<file path="src/sv/smhpq_ram.sv">
module smhpq_ram #(
  parameter int unsigned Width = 8,
  parameter int unsigned Depth = 16
) (
  input  logic                     clk_i,
  input  logic                     we_i,
  input  logic [$clog2(Depth)-1:0] waddr_i,
  input  logic [Width-1:0]         wdata_i,
  input  logic [$clog2(Depth)-1:0] raddr_i,
  output logic [Width-1:0]         rdata_o
);
  logic [Width-1:0] mem [Depth];

  always_ff @(posedge clk_i) begin
    if (we_i) begin
      mem[waddr_i] <= wdata_i;
    end
    rdata_o <= mem[raddr_i];
  end
endmodule
</file>
<file path="config.mk">
export PLATFORM = sky130hd
export DESIGN_NAME = smhpq_ram
export DESIGN_NICKNAME = d
export VERILOG_FILES = /design/src/sv/smhpq_ram.sv
export SDC_FILE = /design/constraint.sdc
export NUM_CORES = 1
export LEC_CHECK = 0
export BUFFER_PORTS_ARGS = -buffer_cell sky130_fd_sc_hd__buf_4
export CAP_MARGIN = 20
export CELL_PAD_IN_SITES_DETAIL_PLACEMENT = 1
export CELL_PAD_IN_SITES_GLOBAL_PLACEMENT = 1
export CORE_ASPECT_RATIO = 0.5
export CORE_MARGIN = 8
export CORE_UTILIZATION = 40
export DETAILED_ROUTE_END_ITERATION = 6
export GPL_TIMING_DRIVEN = 0
export PLACE_DENSITY_LB_ADDON = 0.08
export SLEW_MARGIN = 20
export SYNTH_ARGS = -nofsm -noshare
export SYNTH_HDL_FRONTEND = slang
export SYNTH_SLANG_ARGS = --single-unit
</file>
<file path="constraint.sdc">
create_clock -name clk_i -period 2.24 [get_ports clk_i]
set_clock_uncertainty 0.05 [all_clocks]
set_input_delay 0.112 -clock clk_i [delete_from_list [all_inputs] [get_ports clk_i]]
set_output_delay 0.112 -clock clk_i [all_outputs]
set_load 0.03 [all_outputs]
</file>
### Word-level counts from Yosys, hierarchy flattened

Memories as Yosys holds them, arrays and structs flattened. A register that Yosys moved wholly into a read port is not among the register bits.
Index checks and enable logic that the tools add are counted.

| storage, ports and cells | value |
|---|---|
| register bits | 0 |
| logic and storage cells | 3 |
| memory bits (writable) | 128 |
| memories kept | 1 |
| output and inout bits | 8 |
| input port bits | 18 |

| operators by class | value |
|---|---|
| mux-type cells | 2 |

Memory list:

| memory | words | bits a word | rd ports | clocked after memory_dff | wr ports | RTL line | text |
|---|---|---|---|---|---|---|---|
| mem | 16 | 8 | 1 | 1 | 1 | 12 | `logic [Width-1:0] mem [Depth];` |

Operators with widths:

| kind | number |
|---|---|
| $mux W1 | 2 |

### Logic depth before layout (Yosys ltp)

Gate-level depths: netlist of the first run.

| depth | value |
|---|---|
| depth after elaboration | 2 |
| depth in mapped cells | 5 |
| gate-level depth less buffers | 3 |

### Least setup slack after synthesis of the first run

No wires, ideal clock.

| path | value |
|---|---|
| kind | input port to flip-flop |
| from | input waddr_i[2] |
| to | memory mem[0][0] (enable) |
| required time | 1.807 ns |
| stages | 2 |
| arrival | 1.222 ns |
| path slack | 0.585 ns |
| setup time | 0.383 ns |
| path buffers | 0 |
| path through | or3b_2 nor3_1 |

RTL lines:

| item | RTL line | text |
|---|---|---|
| from (decl) | 7 | `input logic [$clog2(Depth)-1:0] waddr_i,` |
| to (decl) | 12 |  |

No word-level cell before the write port.

==> results of run 1 <==
==> placed cells by master, fill, tap and decap left out, drive strengths merged <==
master	instances
bufinv	4
mux4	32
clkinv	7
dfxtp	8
edfxtp	128
clkinvlp	1
clkbuf	19
or3b	1
inv	1
nor2	13
nand3	1
nor2b	1
a22oi	16
nand3b	2
and2	1
nand2b	2
buf	31
diode	1
and2b	1
dlygate4sd3	6
nand2	9
nor3	4
clkdlybuf4s25	3
==> final timing paths <==
check	to	slack [ns]	depth (start not counted)
min reg2reg	rdata_o[0]$_DFF_P_	0.62	3
min	mem[5][3]$_DFFE_PP_	0.02	1
max reg2reg	rdata_o[2]$_DFF_P_	0.53	3
max	rdata_o[2]$_DFF_P_	0.53	3
==> per-layer routing <==
metal	global-route usage	vias up	share of wire	wire (µm)
met2	0.238	37	0.49	5610
met1	0.190	1288	0.46	5290
met3	0.0454	10	0.045	515
met5	0	-	0	0
met4	0.0500	0	0.010	117
li1	-	1071	-	-
==> cell usage after synthesis, types with 2 or more instances <==
cell             instances  area share
buf_2                    3      0.0029
mux4_2                  18       0.079
nand2_1                  9      0.0066
a22oi_1                 16       0.023
edfxtp_1               128        0.75
nand2b_1                 2      0.0024
nor3_1                   4      0.0039
nand3b_1                 2      0.0029
mux4_1                  14       0.071
dfxtp_1                  8       0.031
buf_6                    3      0.0066
nor2_1                  13      0.0095
clkdlybuf4s25_2          3      0.0058
==> worst register-to-register path, stage by stage, from the launching register on <==
cell and delay, ns:
edfxtp_1 0.37, mux4_1 0.51, a22oi_1 0.46, nand2_1 0.17
==> power by group <==
| part | switching, W | internal, W |
|---|---|---|
| logic | 0.000202 | 0.000138 |
| clock network | 0.00104 | 0.00186 |
| registers | 0.0000147 | 0.00285 |
==> flip-flops by register name, indices dropped and copies added (netlist names) <==
signal / flops
rdata_o: 8
mem: 128
==> cells by family (layout without fill, tap and decap cells) <==
kind of cell,after synthesis,after routing,share of synthesized area
other cells,0,1,0
buf+inv,10,72,0.0168
compound gates,16,16,0.0233
flops,136,136,0.778
simple gates,35,35,0.0318
mux,32,32,0.150
==> layout make-up <==
class	instances	area share
sequential	136	0.642
antenna	1	0.000401
clock inverter	13	0.0285
clock buffer	19	0.0694
timing repair buffer	30	0.0385
buffer	10	0.0138
tap	170	0.0341
multi-input combinational	83	0.173
==> stage by stage <==
step	setup TNS [ns]	instances	total power [W]
final	0	462	0.00610
after global routing	0	461	0.00627
after CTS	0	461	0.00615
after detailed placement	0	423	0.00325
after global placement	-0.821	423	0.00324
after floorplan	0	229	0.00309
==> reports/metrics.csv, run 1 <==
stage,metric,value,unit
sta,finalSetupViolations,0,
grt,grt_max_degree,17,
placed_design,placed_cell_area,0.00556,mm²
clocking,cts_tree,done,
critical_path,critPathTopFamily,multiplexers,
sta,worst_pin_slew,0.953,ns
critical_path,r2r_start,mem[8][2]$_DFFE_PP_,
yosys,seq_area_frac_synth,0.778,
run,maxCapViolations,0,
placed_design,gp_congestion,0.713,
sta,setup_ws,0.533,ns
grt,grt_use_total,0.148,
sta,period_minus_slack,1.71,ns
critical_path,slowest_stage,mux4_1,
worst_hold_path,holdCritStartpoint,wdata_i[3],
clocking,path_clk_slew,0.06,ns
clocking,holdBufCountCts,6,
clocking,ctsLongestPathBuffers,2,
cells_and_area,drive_gt1_frac,0.296,
yosys,synth_cells,229,
drt,drtIter0Drc,181,
clocking,post_cts_buffers,0,
sta,fmax,586,MHz
cells_and_area,syn_to_final_growth,21.1,%
run_status,outcome,completed,
sta,max-slew-margin-rel,0.362,
cells_and_area,utilization,0.494,
sta,rsz0062_at_grt,no,
cells_and_area,multi_input_comb_area,0.00108,mm²
die,ioPinCount,26,
critical_path,crit_path_end_kind,flop,
power_and_ir_drop,power_density,978,mW/mm²
worst_hold_path,worst_hold_path_type,primary input to flop,
critical_path,crit_buf_inv,0,
drt,drc,0,
clocking,cts.sinks,136,
placed_design,pre_cts_slack,0.294,ns
drt,first_pass_iters,4,
critical_path,cp_data_required_time,2.46,ns
die,core_area,0.0126,mm²
critical_path,crit_arrival,1.92,ns
cells_and_area,nFillCells,1139,
yosys,synth_area,0.00515,mm²
clocking,cts_buffers,17,
die,die_w,176,µm
sta,fin_crit_sh,0.762,
die,die_h,96.2,µm
drt,vias,2406,
drt,routed_via_density,5.21,
power_and_ir_drop,ir_drop,0.472,mV
yosys,synthArstFlopShare,0,
cells_and_area,seqCellArea,0.00400,mm²
yosys,yosys_register_bits,136,
clocking,cts-root-buf,clkbuf_16,
critical_path,cpPeakStageDelay,0.51,ns
die,start_util,0.408,
critical_path,start_kind,flop,
grt,grt.overflow.total,0,
yosys,avgSynthCellArea,22.5,µm²
grt,antenna_found_initial,0,
sta,finalHoldViolCount,0,
yosys,yosysWarningCount,0,
cells_and_area,nNetsFinal,296,
critical_path,cp_cell_sequence,mux4_1 -> a22oi_1 -> nand2_1,
clocking,cts_resized,0,
placed_design,dp_hpwl,7550,µm
cells_and_area,design_area,0.00623,mm²
drt,wl,11500,µm
sta,drv_slew,0,
drt,antenna_left,0,
die,core.rowCount,29,
sta,hold_ws,0.0205,ns
grt,grt_pass1_wl,17400,µm
yosys,synth_nets,247,
yosys,synth-edff-count,128,
critical_path,critPathLaunch,mem[8][2]$_DFFE_PP_,
yosys,synthFlopType,edfxtp_1,
clocking,htree_num_levels,4,
critical_path,critPathKind,flop to flop,
die,fp.dieArea,0.0170,mm²
grt,grt_pass1_vias,2725,
critical_path,crit_fanout,1,
power_and_ir_drop,leakagePower,2.09,nW
drt,wl_per_cell,25.0,µm
yosys,synth.distinct_cells,19,
clocking,clk_latency,0.42,ns
placed_design,io_buffers,24,
(Power assumes the default switching activity.)
==> run 2, diff against run 1 <==
--- a/config.mk
+++ b/config.mk
@@ -5,6 +5,7 @@
 export SDC_FILE = /design/constraint.sdc
 export NUM_CORES = 1
 export LEC_CHECK = 0
+export ABC_AREA = 1
 export BUFFER_PORTS_ARGS = -buffer_cell sky130_fd_sc_hd__buf_4
 export CAP_MARGIN = 20
 export CELL_PAD_IN_SITES_DETAIL_PLACEMENT = 1
==> constraint.sdc (replaced) <==
create_clock -name clk_i -period 1.5 [get_ports clk_i]
set_clock_uncertainty 0.05 [all_clocks]
set_input_delay 0.075 -clock clk_i [delete_from_list [all_inputs] [get_ports clk_i]]
set_output_delay 0.075 -clock clk_i [all_outputs]
set_load 0.03 [all_outputs]
==> run 2 against run 1 <==
  * Die area grew 10%
  * Flip-flop and latch count is the same
  * Clock power grew 36%
  * Via count grew 64%
  * Largest power group is now sequential cells
==> reports/metrics.csv, run 2 <==
stage,metric,value,unit
power_and_ir_drop,leakagePower,2.92,nW
yosys,yosys_register_bits,136,
die,core.rowCount,31,
drt,drc,0,
worst_hold_path,worst_hold_path_type,primary input to flop,
cells_and_area,mostFrequentLayoutCells,"nand2_1 (173), edfxtp_1 (128), inv_1 (100), nand3_1 (97), buf_4 (26)",
cells_and_area,final_common_cell,nand2_1,
cells_and_area,drive_gt1_frac,0.127,
clocking,htree_num_levels,4,
drt,drtIter0Drc,299,
drt,vias,3936,
power_and_ir_drop,ir_drop,0.545,mV
grt,grt_pass1_vias,4087,
run,maxCapViolations,0,
critical_path,cp_data_required_time,1.49,ns
clocking,path_clk_slew,0.06,ns
clocking,cts_buffers,17,
drt,routed_via_density,4.85,
cells_and_area,syn_to_final_growth,18.2,%
yosys,synth_cells,551,
yosys,synthTopCellsByArea,"edfxtp_1 (67%), nand2_1 (11%), nand3_1 (8.4%)",
run_status,outcome,completed,
clocking,cts-root-buf,clkbuf_16,
yosys,synth_most_common_cell,nand2_1,
die,die_h,101,µm
critical_path,crit_path_end_kind,flop,
critical_path,critPathTopFamily,simple AND/OR/NAND/NOR gates,
yosys,synthArstFlopShare,0,
drt,wl_per_cell,20.1,µm
yosys,yosysTopAreaCellShare,0.667,
sta,fin_crit_sh,0.835,
cells_and_area,utilization,0.477,
critical_path,cpPeakStageDelay,0.83,ns
die,start_util,0.404,
sta,drv_slew,0,
placed_design,io_buffers,22,
clocking,post_cts_buffers,0,
cells_and_area,top_regs,"mem x128, rdata_o x8",
grt,grt_pass1_wl,24700,µm
critical_path,slowest_stage,nor2_1,
clocking,cts.sinks,136,
grt,grt_max_degree,17,
sta,finalHoldViolCount,0,
sta,fmax,798,MHz
cells_and_area,insertedDiodeCount,0,
critical_path,rr_worst_depth,6,
critical_path,critical_path_depth,3,
grt,grt.overflow.total,0,
placed_design,dp_hpwl,10900,µm
drt,first_pass_iters,5,
clocking,clk_latency,0.42,ns
yosys,synth_common_cells,"nand2_1 (173), edfxtp_1 (128), inv_1 (100), nand3_1 (97), nor2_1 (17)",
critical_path,critPathKind,primary input to flop,
yosys,seq_area_frac_synth,0.694,
die,ioPinCount,26,
power_and_ir_drop,p_total,0.00887,W
cells_and_area,largest_register_ffs,128,
critical_path,r2r_end,rdata_o[4]$_DFF_P_,
critical_path,start_kind,primary input,
die,fp.dieArea,0.0187,mm²
critical_path,crit_fanout,8,
yosys,synthFlopType,edfxtp_1,
cells_and_area,nNetsFinal,618,
power_and_ir_drop,power_density,1300,mW/mm²
drt,wl,16300,µm
critical_path,crit_path_end,mem[5][7]$_DFFE_PP_,
drt,antenna_left,0,
sta,max-slew-margin-rel,0.280,
cells_and_area,nFillCells,1574,
critical_path,cp_cell_sequence,buf_4 -> nand3b_1 -> nor2_1,
sta,rsz0062_at_grt,no,
yosys,synth_area,0.00577,mm²
yosys,avgSynthCellArea,10.5,µm²
yosys,synth_top_area_cell,edfxtp_1,
clocking,cts_tree,done,
sta,worst_pin_slew,1.08,ns
cells_and_area,largest-register,mem,
clocking,ctsLongestPathBuffers,2,
critical_path,r2r_start,mem[6][4]$_DFFE_PP_,
grt,grt_use_total,0.186,
yosys,yosysWarningCount,0,
critical_path,reg2reg_slack,0.28,ns
die,die_w,186,µm
die,core_area,0.0143,mm²
critical_path,critPathLaunch,waddr_i[3],
placed_design,gp_congestion,0.808,
yosys,synth.distinct_cells,12,
yosys,synth-edff-count,128,
critical_path,crit_buf_inv,1,
sta,period_minus_slack,1.25,ns
sta,finalSetupViolations,0,
critical_path,crit_arrival,1.24,ns
grt,antenna_found_initial,0,
yosys,synth_nets,569,
-- run 2: changes by cell type after synthesis, sizes merged, moves of 2 or more --
cell / delta
nor3: -4
nand2: +164
mux4: -32
nand3: +96
nor2: +4
clkdlybuf4s25: -3
a22oi: -16
buf: +17
nand2b: -2
inv: +102
-- run 2: routing by layer --
layer	vias up	GRT usage	part of all wire	wire, µm
met5	-	0	0	0
met4	0	0.0473	0.0063	102
met3	11	0.0374	0.046	755
met2	60	0.301	0.47	7610
met1	1989	0.252	0.48	7840
li1	1876	-	-	-
-- run 2: worst min path at each step --
stage          slack, ns                  end  depth (start not counted)  startpoint
6_report            0.09   rdata_o[7]$_DFF_P_                          3  raddr_i[3]
5_1_grt             0.13   rdata_o[6]$_DFF_P_                          3  raddr_i[3]
4_1_cts             0.09   rdata_o[7]$_DFF_P_                          3  raddr_i[3]
3_5_place_dp        0.37  mem[5][5]$_DFFE_PP_                          1  wdata_i[5]
3_3_place_gp        0.37  mem[4][5]$_DFFE_PP_                          1  wdata_i[5]
2_1_floorplan       0.12  mem[0][0]$_DFFE_PP_                          0  wdata_i[0]
-- run 2: where the power goes --
part,internal (W),switching (W)
clock network,0.00228,0.00166
registers,0.00425,0.0000218
logic,0.000202,0.000463
total,0.00672,0.00215
-- run 2: layout make-up --
| type | instances | area, µm² | area share |
|---|---|---|---|
| flip-flops and latches | 136 | 4000 | 0.587 |
| multi-input cells | 289 | 1210 | 0.178 |
| clock buffers | 17 | 425 | 0.0624 |
| inverters | 102 | 383 | 0.0562 |
| well taps | 198 | 248 | 0.0364 |
| repair buffers | 30 | 245 | 0.0360 |
| plain buffers | 24 | 166 | 0.0244 |
| clock inverters | 15 | 130 | 0.0191 |
-- run 2: timing repair --
action,4_1_cts,5_1_grt
resized for setup,0,0
endpoints found under the hold margin,128,0
hold buffers,8,0
-- run 2: metrics by stage --
step                std cells  setup TNS, ns  worst slack [ns]  hold WS (ns)  instance area (µm²)
finish                    811              0             0.247        0.0869                 6820
global route              811              0             0.191         0.128                 6820
CTS                       811              0             0.244        0.0915                 6820
detailed placement        771         -10.82            -0.206         0.366                 6180
global placement          771          -9.26            -0.210         0.367                 6180
floorplan                 551              0             0.424         0.124                 5770
-- run 2: cell families after synthesis --
| kind of cell | count (synthesis) | synth area share |
|---|---|---|
| flops | 136 | 0.694 |
| buf+inv | 126 | 0.0952 |
| simple gates | 289 | 0.210 |
-- run 2: worst min-delay path, cell delays in order --
cell and delay (ns):
buf_1 0.22, nand3_1 0.16, nand2_1 0.05
